File: config.mk
export PLATFORM = sky130hd
export DESIGN_NAME = blcp_ctrl
export DESIGN_NICKNAME = d
export VERILOG_FILES = /design/src/blcp_pkg.sv /design/src/blcp_ctrl.sv
export SDC_FILE = /design/constraint.sdc
export NUM_CORES = 1
export LEC_CHECK = 0
export BUFFER_PORTS_ARGS = -buffer_cell sky130_fd_sc_hd__buf_2
export CAP_MARGIN = 20
export CORE_MARGIN = 3
export CORE_UTILIZATION = 52
export DETAILED_ROUTE_END_ITERATION = 6
export PLACE_DENSITY = 0.76
export SLEW_MARGIN = 20
export SYNTH_ARGS = -nofsm -noshare
export SYNTH_HDL_FRONTEND = slang
export SYNTH_SLANG_ARGS = --single-unit
File: constraint.sdc
create_clock -name clk -period 1.7 [get_ports clk]
set_input_delay 0.34 -clock clk [delete_from_list [all_inputs] [get_ports clk]]
set_output_delay 0.34 -clock clk [all_outputs]
set_load 0.1 [all_outputs]
File: src/blcp_pkg.sv
// Package for the binomial lattice call pricer.
// Holds sizing constants, fixed-point constants, register indexes and the
// command and status structs shared by the controller, datapath and top level.
package blcp_pkg;

  localparam int MAX_STEPS  = 256;
  localparam int NODE_DEPTH = MAX_STEPS + 1;
  localparam int ADDR_W     = $clog2(NODE_DEPTH);
  localparam int PIPE_LAT   = 4;
  localparam int CFG_IDX_W  = 3;
  localparam int CFG_DATA_W = 32;
  localparam int PRICE_W    = 32;

  localparam logic [30:0] Q30_ONE  = 31'h4000_0000;
  localparam logic [30:0] Q30_HALF = 31'h2000_0000;

  localparam logic [8:0]  STEP_COUNT_RST = 9'd5;
  localparam logic [31:0] LOW_FACTOR_RST = 32'h4000_0000;
  localparam logic [31:0] UD_RATIO_RST   = 32'h4000_0000;
  localparam logic [30:0] UP_PROB_RST    = 31'h2000_0000;
  localparam logic [30:0] DISCOUNT_RST   = 31'h4000_0000;

  typedef enum logic [CFG_IDX_W-1:0] {
    CFG_STEP_COUNT    = 3'd0,
    CFG_LOWEST_FACTOR = 3'd1,
    CFG_UP_DOWN_RATIO = 3'd2,
    CFG_UP_PROB       = 3'd3,
    CFG_STEP_DISCOUNT = 3'd4
  } cfg_reg_t;

  typedef logic [ADDR_W-1:0] node_addr_t;

  // The work that the controller orders in a cycle.
  typedef struct packed {
    logic       load;        // capture a new word and clear the sticky flag
    logic       term_en;     // issue a terminal-price multiply
    logic       term_first;  // terminal multiply uses spot and lowest factor
    logic       rd_en;       // read one node for backward induction
    logic       lvl_first;   // this read opens a level and yields no result
    logic       emit;        // load the result register
    node_addr_t addr;        // read address, or write address of a terminal node
  } cmd_t;

  typedef struct packed {
    node_addr_t steps;       // lattice periods after clipping
    logic       out_free;    // the result register can take a new word
  } sts_t;

endpackage

File: src/blcp_ctrl.sv
// Controller of the binomial lattice call pricer: sequences the terminal
// sweep, the backward levels, pipeline gaps and result hand-off.
// Depends on blcp_pkg.
module blcp_ctrl
  import blcp_pkg::*;
(
  input  logic clk,
  input  logic rst,
  input  logic in_valid,
  output logic in_ready,
  input  sts_t sts,
  output cmd_t cmd
);

  localparam int CNT_W = $clog2(PIPE_LAT);

  typedef enum logic [6:0] {
    ST_IDLE     = 7'b0000001,
    ST_TERM_MUL = 7'b0000010,
    ST_TERM_WR  = 7'b0000100,
    ST_RUN      = 7'b0001000,
    ST_GAP      = 7'b0010000,
    ST_DRAIN    = 7'b0100000,
    ST_FINISH   = 7'b1000000
  } state_t;

  state_t           state, state_next;
  node_addr_t       lvl, lvl_next;
  node_addr_t       idx, idx_next;
  logic [CNT_W-1:0] cnt, cnt_next;

  always_ff @(posedge clk) begin
    if (rst) begin
      state <= ST_IDLE;
      lvl   <= '0;
      idx   <= '0;
      cnt   <= '0;
    end else begin
      state <= state_next;
      lvl   <= lvl_next;
      idx   <= idx_next;
      cnt   <= cnt_next;
    end
  end

  always_comb begin
    state_next = state;
    lvl_next   = lvl;
    idx_next   = idx;
    cnt_next   = cnt;
    in_ready   = 1'b0;
    cmd        = '0;
    case (state)
      ST_IDLE: begin
        in_ready = 1'b1;
        if (in_valid) begin
          cmd.load   = 1'b1;
          idx_next   = '0;
          state_next = ST_TERM_MUL;
        end
      end
      ST_TERM_MUL: begin
        cmd.term_en    = 1'b1;
        cmd.term_first = (idx == '0);
        cmd.addr       = idx;
        state_next     = ST_TERM_WR;
      end
      ST_TERM_WR: begin
        if (idx == sts.steps) begin
          if (sts.steps == '0) begin
            state_next = ST_FINISH;
          end else begin
            lvl_next   = sts.steps;
            idx_next   = '0;
            state_next = ST_RUN;
          end
        end else begin
          idx_next   = idx + 1'b1;
          state_next = ST_TERM_MUL;
        end
      end
      ST_RUN: begin
        cmd.rd_en     = 1'b1;
        cmd.lvl_first = (idx == '0);
        cmd.addr      = idx;
        if (idx == lvl) begin
          idx_next = '0;
          if (lvl == node_addr_t'(1)) begin
            cnt_next   = CNT_W'(PIPE_LAT - 1);
            state_next = ST_DRAIN;
          end else begin
            lvl_next = lvl - 1'b1;
            // Short levels would read a node before its new value lands.
            if (32'(lvl) <= 32'(PIPE_LAT)) begin
              cnt_next   = CNT_W'(32'(PIPE_LAT) - 32'(lvl));
              state_next = ST_GAP;
            end
          end
        end else begin
          idx_next = idx + 1'b1;
        end
      end
      ST_GAP: begin
        if (cnt == '0) begin
          state_next = ST_RUN;
        end else begin
          cnt_next = cnt - 1'b1;
        end
      end
      ST_DRAIN: begin
        if (cnt == '0) begin
          state_next = ST_FINISH;
        end else begin
          cnt_next = cnt - 1'b1;
        end
      end
      ST_FINISH: begin
        if (sts.out_free) begin
          cmd.emit   = 1'b1;
          state_next = ST_IDLE;
        end
      end
      default: begin
        state_next = ST_IDLE;
      end
    endcase
  end

endmodule

==> results of run 1 <==
[Yosys cell counts, drive strengths merged (2+ instances only)]
library cell	n	area (um2)
nand3	7	35.0
a31oi	4	25.0
nor4	8	80.1
xnor2	24	210
or3	4	35.0
nor2	25	98.8
o21ai	10	53.8
nand4	4	25.0
a21oi	21	105
mux2i	3	30.0
nor3b	2	15.0
a22oi	2	28.8
o32ai	7	76.3
nor3	16	108
nand2b	11	71.3
inv	14	52.6
and2	5	31.3
o31ai	2	15.0
dfxtp	27	541
nand4b	3	47.5
or3b	2	17.5
buf	10	56.3
o22ai	5	31.3
clkbuf	5	18.8
ha	6	75.1
and3	7	43.8
nand2	14	55.1
[logic make-up after synthesis]
| family | after synthesis |
|---|---|
| flops | 27 |
| compound gates | 60 |
| mux | 3 |
| buf+inv | 29 |
| xor+xnor | 24 |
| fa+ha+maj | 6 |
| simple gates | 111 |
[per-stage QoR]
| step | std cells | TNS [ps] |
|---|---|---|
| floorplan | 260 | -7500 |
| global placement | 393 | -3720 |
| detailed placement | 393 | -5780 |
==> flow_metrics.py, run 1 <==
metrics = {
    "synthesis": {
        "async_reset_ff_share_pct": 0,
        "synth_seq_area_share_pct": 25.9,
        "synth_mux_area_share_pct": 1.44,
        "synth-seq-cells": 27,
        "yosys.area_share.simple_pct": 33.0,
        "synthXorXnorAreaFrac_pct": 10.1,
        "syn_nets": 279,
        "synth_cell_type_count": 55,
        "synth_compound_area_share_pct": 19.8,
        "netlist_area_um2": 2090,
        "synth_top_flop_cell": "dfxtp_1",
        "synthCells": 260,
        "avgSynthCellArea_um2": 8.03,
        "synth-adder-area-share_pct": 3.60,
        "ys_warn_count": 0,
        "synth_top_family_by_area": "simple AND/OR/NAND/NOR gates",
        "synth_edf_count": 0,
    },
    "floorplanning": {
        "die_h_um": 69.4,
        "io_pins": 29,
        "start_util_pct": 55.3,
        "core.rowCount": 22,
        "die_x_um": 69.4,
    },
    "clocking": {
        "tritoncts_num_sinks": 27,
        "cts_resized": 98,
        "cts_buffer_depth": 2,
        "htree_levels": 1,
        "cts_hold_buf": 0,
        "root_buffer": "clkbuf_8",
        "post_cts_buffers": 18,
        "cts_made_buffers": 3,
    },
    "run_status": {
        "haltStage": "4_1_cts",
        "outcome": "aborted with a tool error",
        "error": "[ERROR DPL-0033] detailed placement checks failed during check placement.",
    },
    "placed_design": {
        "dpl.hpwl_um": 5130,
        "placed_area_um2": 3140,
        "io_buffer_count": 28,
        "gp_congestion": 0.895,
        "dp_slack_ps": -289,
    },
}
==> inputs of run 2 (changes only) <==
--- a/config.mk
+++ b/config.mk
@@ -8,9 +8,9 @@
 export BUFFER_PORTS_ARGS = -buffer_cell sky130_fd_sc_hd__buf_2
 export CAP_MARGIN = 20
 export CORE_MARGIN = 3
-export CORE_UTILIZATION = 52
+export CORE_UTILIZATION = 40
 export DETAILED_ROUTE_END_ITERATION = 6
-export PLACE_DENSITY = 0.76
+export PLACE_DENSITY_LB_ADDON = 0.15
 export SLEW_MARGIN = 20
 export SYNTH_ARGS = -nofsm -noshare
 export SYNTH_HDL_FRONTEND = slang
==> constraint.sdc (replaced) <==
create_clock -name clk -period 2.2 [get_ports clk]
set_input_delay 0.44 -clock clk [delete_from_list [all_inputs] [get_ports clk]]
set_output_delay 0.44 -clock clk [all_outputs]
set_load 0.1 [all_outputs]
==> run 2 against run 1 <==
Compared with the run above:
- the flow now finishes without violations
- area after synthesis stayed put
- synthesized cell count stayed put
==> flow_metrics.py, run 2 <==
metrics = {
    "synthesis": {
        "avgSynthCellArea_um2": 8.03,
        "synth-seq-cells": 27,
        "synth_area_leader_cell": "dfxtp_1",
        "ys_warn_count": 0,
        "yosys-top-cells-count": "27 x dfxtp_1, 24 x xnor2_1, 23 x nor2_1",
        "synth_edf_count": 0,
        "synth_top_area_share_pct": 25.9,
        "netlist_area_um2": 2090,
        "synth_seq_area_share_pct": 25.9,
        "synthCells": 260,
        "synth_cell_type_count": 55,
        "syn_nets": 279,
        "synth.area.top_cells": "dfxtp_1 26%, xnor2_1 10%, a21oi_1 5.0%",
        "async_reset_ff_share_pct": 0,
        "synth_top_flop_cell": "dfxtp_1",
        "yosysMostFrequentCell": "dfxtp_1",
    },
    "critical_path": {
        "crit_required_ps": 1760,
        "crit_arrival_ps": 1680,
        "critPathLaunchType": "flop",
        "crit_start": "state[3]",
        "r2r_start": "state[6]",
        "cp_max_fo": 7,
        "rrSetupSlack_ps": 170,
        "worst_setup_path_end_kind": "output pin",
        "worstSetupPathType": "reg -> out",
        "r2r_cells": 6,
        "r2r-end": "state[4]",
    },
    "sta": {
        "fin_crit_sh_pct": 96.5,
        "fmax_ghz": 0.471,
        "rsz0062_at_grt": "true",
        "fin_skew_ps": 3.36,
        "final-hold-violation-count": 0,
        "timing.hold.ws_ps": 455,
        "setup_viol": 0,
        "period_minus_slack_ps": 2120,
        "setup_ws_ps": 76.5,
        "worstMarginPinSlew_ps": 559,
        "drv_slew": 0,
        "max_slew_margin_pct": 62.7,
    },
    "run_status": {
        "outcome": "completed",
    },
    "global_routing": {
        "grt_max_degree": 26,
        "antenna_found_initial": 0,
        "grt-ovfl-total": 0,
        "grt_pass1_vias": 1896,
        "grt_use_total_pct": 18.2,
        "grt_pass1_wl_um": 9120,
    },
    "floorplanning": {
        "core_um2": 4880,
        "die_h_um": 78.2,
        "start_util_pct": 42.8,
        "io_pins": 29,
        "core.rowCount": 25,
        "die_x_um": 78.2,
        "die-area_um2": 6120,
    },
    "final_layout": {
        "insertedDiodeCount": 0,
        "fin_nets": 310,
        "final_cell_mix": "24 x xnor2_1, 21 x dfxtp_1, 19 x nor2_1, 16 x a21oi_1, 16 x buf_12",
        "top_regs": "idx x9, lvl x9, state x7",
        "drive_gt1_share_pct": 30.7,
        "area_growth_pct": 32.7,
        "final_common_cell": "xnor2_1",
    },
    "placed_design": {
        "dpl.hpwl_um": 4080,
        "gp_congestion": 0.882,
        "io_buffer_count": 28,
        "dp_slack_ps": 162,
    },
    "job": {
        "cap_violations": 0,
    },
    "hold_path": {
        "hold_path_startpoint": "cnt[1]",
        "whs_endpoint": "cnt[1]",
        "worstHoldPathType": "reg -> reg",
        "hold_path_depth": 2,
    },
    "route": {
        "drc": 0,
        "routed_wl_um": 5350,
        "drt-initial-drc-count": 144,
        "ant_nets": 0,
        "dr.pass1.iters": 4,
        "viasPerCell": 5.50,
        "wire_per_inst_um": 15.0,
        "routed-via-count": 1963,
    },
    "clocking": {
        "cts_buffer_depth": 2,
        "tritoncts_num_sinks": 27,
        "cts_tree": "yes",
        "htree_levels": 1,
        "clk_pin_slew_worst_paths_ps": 90,
        "clk_latency_ps": 270,
        "cts_made_buffers": 3,
        "cts_hold_buf": 0,
        "root_buffer": "clkbuf_8",
    },
    "power": {
        "vdd_drop_max_uv": 479,
        "p_leak_nw": 0.999,
        "fin_total_pwr_mw": 2.06,
        "power.density_nw_per_um2": 744,
    },
}
## run 2: area by class of cell
class | instances | area [um2]
clock buffers | 4 | 45.0
flip-flops and latches | 27 | 548
fillers | 479 | 2110
well taps | 67 | 83.8
multi-input cells | 204 | 1560
inverters | 14 | 52.6
repair buffers | 41 | 478
## run 2: critical path, cell delays in order, from the launching register on
cell and delay [ps]:
dfxtp_1 420, or3b_4 440, nor3_4 210, and2_4 180
buf_12 160
## run 2: timing repair
action | in CTS | in global routing
resized for setup | 1 | 11
buffers inserted | 5 | 0
pin swaps | 2 | 3
setup endpoints to repair | 12 | 15
endpoints found under the hold margin | 0 | 0
## run 2: per-stage QoR
| step | std cells | utilization [%] | instance area (um2) | setup TNS, ps |
|---|---|---|---|---|
| after floorplan | 260 | - | 2200 | -1910 |
| after global placement | 348 | 54.1 | 2640 | 0 |
| after detailed placement | 348 | 54.1 | 2640 | 0 |
| after CTS | 357 | 55.9 | 2730 | 0 |
| after global routing | 357 | 56.7 | 2770 | -15.2 |
| final | 357 | 56.7 | 2770 | 0 |
## run 2: worst max path at each step
stage          endpoint  slack (ps)
2_1_floorplan   cmd[14]        -400
3_3_place_gp     lvl[5]         170
3_5_place_dp     lvl[5]         160
4_1_cts         cmd[12]          30
5_1_grt          cmd[9]          -8
6_report        cmd[14]          80
## run 2: metal layers
metal  up-vias  global-route usage (%)  share of wire [%]
li1       1001                       -                  -
met1       912                    25.1                 48
met2        44                    30.0                 46
met4         0                    4.90                1.1
met3         6                    2.06                4.2
met5         -                       0                  0
## run 2: logic make-up (layout without fill, tap and decap cells)
| logic type | Yosys count | after routing | share of synthesized area [%] |
|---|---|---|---|
| muxes | 3 | 3 | 1.44 |
| DFF | 27 | 27 | 25.9 |
| and+or+nand+nor | 111 | 111 | 33.0 |
| adders and majority gates | 6 | 6 | 3.60 |
| AOI/OAI and AO/OA | 60 | 60 | 19.8 |
| xor gates and xnor gates | 24 | 24 | 10.1 |
| buffers and inverters | 29 | 59 | 6.11 |
## run 2: power by group
group          switching (mW)  internal, mW
Combinational           0.704         0.476
Sequential             0.0647         0.526
Clock                   0.159         0.130
Power figures use the tool's default switching activity.
==> inputs of run 3 (changes only) <==
--- a/config.mk
+++ b/config.mk
@@ -7,10 +7,10 @@
 export LEC_CHECK = 0
 export BUFFER_PORTS_ARGS = -buffer_cell sky130_fd_sc_hd__buf_2
 export CAP_MARGIN = 20
-export CORE_MARGIN = 3
+export CORE_MARGIN = 2
 export CORE_UTILIZATION = 40
 export DETAILED_ROUTE_END_ITERATION = 6
-export PLACE_DENSITY_LB_ADDON = 0.15
+export PLACE_DENSITY = 0.63
 export SLEW_MARGIN = 20
 export SYNTH_ARGS = -nofsm -noshare
 export SYNTH_HDL_FRONTEND = slang
==> run 3 against run 2 <==
Compared with the run above:
- via count up 0.46%
- first-iteration DRC count unchanged
- design area is 0.50% lower
- sequential cell count did not move
- clock skew is 2.3 ps lower
- cell count up 0.56%
- register-to-register slack barely moved
- hold slack improved by 0.98 ps
- sequential power barely moved
- count of clock-buffer cells in the layout is 1 lower
- die area is 5.0% lower
- critical path type unchanged
==> flow_metrics.py, run 3 (synthesis results as in run 2) <==
metrics = {
    "clocking": {
        "clk_latency_ps": 280,
        "cts_made_buffers": 3,
        "htree_levels": 1,
        "cts_buffer_depth": 2,
        "root_buffer": "clkbuf_8",
        "tritoncts_num_sinks": 27,
        "cts_tree": "yes",
        "cts_hold_buf": 0,
        "clk_pin_slew_worst_paths_ps": 100,
    },
    "sta": {
        "period_minus_slack_ps": 2150,
        "fin_skew_ps": 1.02,
        "setup_tns_ps": 0,
        "timing.hold.ws_ps": 456,
        "setup_viol": 0,
        "fin_crit_sh_pct": 97.9,
        "fmax_ghz": 0.464,
        "setup_ws_ps": 47.1,
        "final-hold-violation-count": 0,
        "max_slew_margin_pct": 63.3,
        "drv_slew": 0,
        "worstMarginPinSlew_ps": 551,
        "rsz0062_at_grt": "true",
    },
    "floorplanning": {
        "die_x_um": 76.2,
        "core_um2": 5070,
        "die_h_um": 76.2,
        "die-area_um2": 5810,
        "core.rowCount": 26,
        "io_pins": 29,
        "start_util_pct": 41.1,
    },
    "global_routing": {
        "grt_max_degree": 19,
        "grt_pass1_vias": 1942,
        "grt_pass1_wl_um": 9380,
        "grt-ovfl-total": 0,
        "antenna_found_initial": 0,
        "grt_use_total_pct": 19.2,
    },
    "critical_path": {
        "r2r_start": "lvl[8]",
        "crit_arrival_ps": 1710,
        "crit_chain": "nor3_4, nand4b_4, buf_6, a21oi_4, buf_12",
        "cp_top_family": "simple AND/OR/NAND/NOR gates",
        "critPathLaunchType": "flop",
        "critPathSlowestCell": "dfxtp_2",
        "worstSetupPathType": "reg -> out",
        "r2r-end": "lvl[0]",
        "crit_start": "state[0]",
        "cp_max_fo": 7,
        "slowest_delay_ps": 370,
        "rrSetupSlack_ps": 160,
        "crit_required_ps": 1760,
        "critPathBufInv": 2,
        "worst_setup_path_end_kind": "output pin",
        "r2r_cells": 6,
    },
    "hold_path": {
        "whs_endpoint": "state[5]",
        "hold_path_depth": 2,
        "worstHoldPathType": "in -> reg",
        "hold_path_startpoint": "rst",
    },
    "final_layout": {
        "area_growth_pct": 32.0,
        "insertedDiodeCount": 0,
        "top_regs": "idx x9, lvl x9, state x7",
        "num-fill-cells": 482,
        "final_cell_mix": "24 x xnor2_1, 23 x dfxtp_1, 19 x nor2_1, 16 x a21oi_1, 16 x buf_12",
        "fin_nets": 309,
        "final_common_cell": "xnor2_1",
        "drive_gt1_share_pct": 30.1,
    },
    "route": {
        "drt-initial-drc-count": 144,
        "ant_nets": 0,
        "viasPerCell": 5.49,
        "routed-via-count": 1972,
        "routed_wl_um": 5320,
        "wire_per_inst_um": 14.8,
        "dr.pass1.iters": 4,
        "drc": 0,
    },
    "power": {
        "fin_total_pwr_mw": 2.08,
        "vdd_drop_max_uv": 611,
        "power.density_nw_per_um2": 754,
        "p_leak_nw": 0.997,
    },
    "placed_design": {
        "gp_congestion": 0.881,
        "io_buffer_count": 28,
        "dpl.hpwl_um": 4150,
        "dp_slack_ps": 124,
    },
    "job": {
        "cap_violations": 0,
    },
    "run_status": {
        "outcome": "completed",
    },
}
## run 3: changes by cell type in the layout (fill, tap and decap cells not counted), moves of 2 or more
cell     previous run  this run
buf_4              13        10
dfxtp_2             6         3
buf_6               0         2
dfxtp_1            21        23
## run 3: worst max path at each step
stage,slack (ps),cells past startpoint,end
3_3_place_gp,150,7,lvl[2]
5_1_grt,-10,5,cmd[7]
2_1_floorplan,-400,4,cmd[14]
3_5_place_dp,120,7,lvl[2]
4_1_cts,3,5,cmd[3]
6_report,50,5,cmd[3]
## run 3: what timing repair did
| action | CTS | global route |
|---|---|---|
| pin swaps | 2 | 4 |
| setup buffers | 1 | 3 |
| setup endpoints to repair | 4 | 13 |
| resized for setup | 2 | 9 |
| endpoints found under the hold margin | 0 | 0 |
## run 3: through the flow
stage	cells	utilization (%)	area (um2)
finish	359	54.3	2760
global route	359	54.3	2760
CTS	356	53.3	2700
detailed placement	351	52.1	2640
global placement	351	52.1	2640
floorplan	260	-	2200
## run 3: final cells by class
cell class,instances,area (um2),share of cell area [%]
Sequential cell,27,548,19.9
Tap cell,70,87.6,3.18
Clock inverter,1,5.00,0.182
Inverter,14,52.6,1.91
Multi-Input combinational cell,204,1540,56.0
Timing Repair Buffer,40,478,17.3
Clock buffer,3,41.3,1.50
## run 3: power breakdown
part | internal [mW] | switching [mW] | total (mW)
Sequential | 0.525 | 0.0696 | 0.594
Clock | 0.127 | 0.167 | 0.294
Combinational | 0.494 | 0.696 | 1.19
Total | 1.15 | 0.932 | 2.08
## run 3: metal layers
layer  wire (um)  global-route usage (%)
met1        2500                    26.3
met2        2510                    31.3
met3         223                    2.37
met4          82                    6.55
met5           0                       0
==> inputs of run 4 (changes only) <==
==> constraint.sdc (replaced) <==
create_clock -name clk -period 2.2 [get_ports clk]
set_input_delay 0.44 -clock clk [delete_from_list [all_inputs] [get_ports clk]]
set_output_delay 0.44 -clock clk [all_outputs]
set_load 0.05 [all_outputs]
==> run 4 against run 3 <==
Compared with the run above:
- combinational power shrank 28%
- fmax is 1.8% higher
- critical path depth stayed put
- clock power about the same
- power down 16%
- register-to-register slack got worse by 20 ps
- design area is 12% lower
- largest cell class unchanged
- highest routed layer unchanged
==> flow_metrics.py, run 4 (synthesis results as in run 2) <==
metrics = {
    "critical_path": {
        "r2r_cells": 7,
        "worstSetupPathType": "reg -> out",
        "crit_arrival_ps": 1670,
        "worst_setup_path_end_kind": "output pin",
        "crit_chain": "nor3_2, nand4b_1, buf_4, a21oi_1, buf_2",
        "cp_max_fo": 9,
        "critPathSlowestCell": "dfxtp_2",
        "crit_required_ps": 1760,
        "slowest_delay_ps": 370,
        "critPathLaunchType": "flop",
    },
    "final_layout": {
        "final_cell_mix": "24 x xnor2_1, 22 x nor2_1, 22 x dfxtp_1, 22 x buf_2, 21 x a21oi_1",
        "final_common_cell": "xnor2_1",
        "multiInputGateArea_um2": 1470,
        "seq_area_um2": 547,
        "drive_gt1_share_pct": 25.1,
        "area_growth_pct": 16.0,
        "fin_nets": 307,
        "num-fill-cells": 513,
        "top_regs": "idx x9, lvl x9, state x7",
        "insertedDiodeCount": 0,
    },
    "sta": {
        "timing.hold.ws_ps": 459,
        "worstMarginPinSlew_ps": 582,
        "setup_viol": 0,
        "fmax_ghz": 0.473,
        "fin_crit_sh_pct": 96.1,
        "final-hold-violation-count": 0,
        "max_slew_margin_pct": 61.2,
        "drv_slew": 0,
        "period_minus_slack_ps": 2110,
        "fin_skew_ps": 4.84,
    },
    "run_status": {
        "outcome": "completed",
    },
    "global_routing": {
        "antenna_found_initial": 0,
        "grt_max_degree": 26,
        "grt_pass1_vias": 1774,
        "grt_use_total_pct": 17.8,
        "grt-ovfl-total": 0,
        "grt_pass1_wl_um": 8660,
    },
    "power": {
        "fin_total_pwr_mw": 1.75,
        "vdd_drop_max_uv": 426,
        "p_leak_nw": 0.922,
        "power.density_nw_per_um2": 725,
    },
    "floorplanning": {
        "die-area_um2": 5810,
        "core_um2": 5070,
        "io_pins": 29,
        "die_h_um": 76.2,
        "core.rowCount": 26,
        "start_util_pct": 41.1,
        "die_x_um": 76.2,
    },
    "route": {
        "routed-via-count": 2057,
        "dr.pass1.iters": 4,
        "viasPerCell": 5.76,
        "drt-initial-drc-count": 123,
        "routed_wl_um": 5290,
        "ant_nets": 0,
        "wire_per_inst_um": 14.8,
        "drc": 0,
    },
    "clocking": {
        "cts_made_buffers": 3,
        "clk_pin_slew_worst_paths_ps": 100,
        "root_buffer": "clkbuf_8",
        "htree_levels": 1,
        "tritoncts_num_sinks": 27,
        "cts_tree": "yes",
        "clk_latency_ps": 280,
        "cts_buffer_depth": 2,
    },
    "placed_design": {
        "dpl.hpwl_um": 3920,
        "gp_congestion": 0.870,
        "io_buffer_count": 28,
    },
    "hold_path": {
        "worstHoldPathType": "reg -> reg",
        "hold_path_depth": 2,
    },
    "job": {
        "cap_violations": 0,
    },
}
==> run 4: timing repair <==
action                     in CTS  in global routing
setup buffers                   0                  2
gates cloned                    0                  1
setup endpoints to repair       3                 12
hold buffers                    0                  0
resized for setup               4                 11
hold endpoints to repair        0                  0
pin swaps                       0                  3
==> run 4: path summary, 6_finish.rpt <==
kind             from  endpoint  slack (ps)
max          state[6]    cmd[8]          90
min            cnt[1]    cnt[1]         460
max reg2reg  state[0]    lvl[2]         140
min reg2reg    cnt[1]    cnt[1]         460
==> run 4: power breakdown <==
group          internal [mW]  total (mW)  switching (mW)  leakage (nW)
sequential             0.528       0.601          0.0730         0.220
combinational          0.336       0.858           0.522         0.676
clock                  0.127       0.296           0.168        0.0255
total                  0.991        1.75           0.764         0.922
==> run 4: metal layers <==
| layer | part of all wire [%] | global-route usage [%] |
|---|---|---|
| met1 | 48 | 24.7 |
| met2 | 46 | 28.2 |
| met3 | 4.8 | 2.49 |
| met4 | 1.2 | 5.82 |
| met5 | 0 | 0 |
==> run 4: critical path, delay by kind of cell (launching register included) <==
kind | cells | cell delay (ps)
buf+inv | 2 | 480
simple gates | 2 | 360
flops | 1 | 370
compound gates | 1 | 180
==> run 4: layout make-up <==
class	instances	share of cell area, %
clock inverters	1	0.207
multi-input cells	205	60.5
inverters	14	2.17
flip-flops and latches	27	22.6
repair buffers	37	9.20
well taps	70	3.62
clock buffers	3	1.71
==> run 4: stage by stage <==
| step | util [%] | std cells | setup TNS, ps | cell area [um2] | setup slack (ps) |
|---|---|---|---|---|---|
| global placement | 45.4 | 350 | 0 | 2300 | 177 |
| global route | 47.7 | 357 | -14.1 | 2420 | -11.5 |
| CTS | 46.5 | 354 | 0 | 2360 | 0.529 |
| floorplan | - | 260 | -451 | 2100 | -90.2 |
| finish | 47.7 | 357 | 0 | 2420 | 85.1 |
| detailed placement | 45.4 | 350 | 0 | 2300 | 138 |
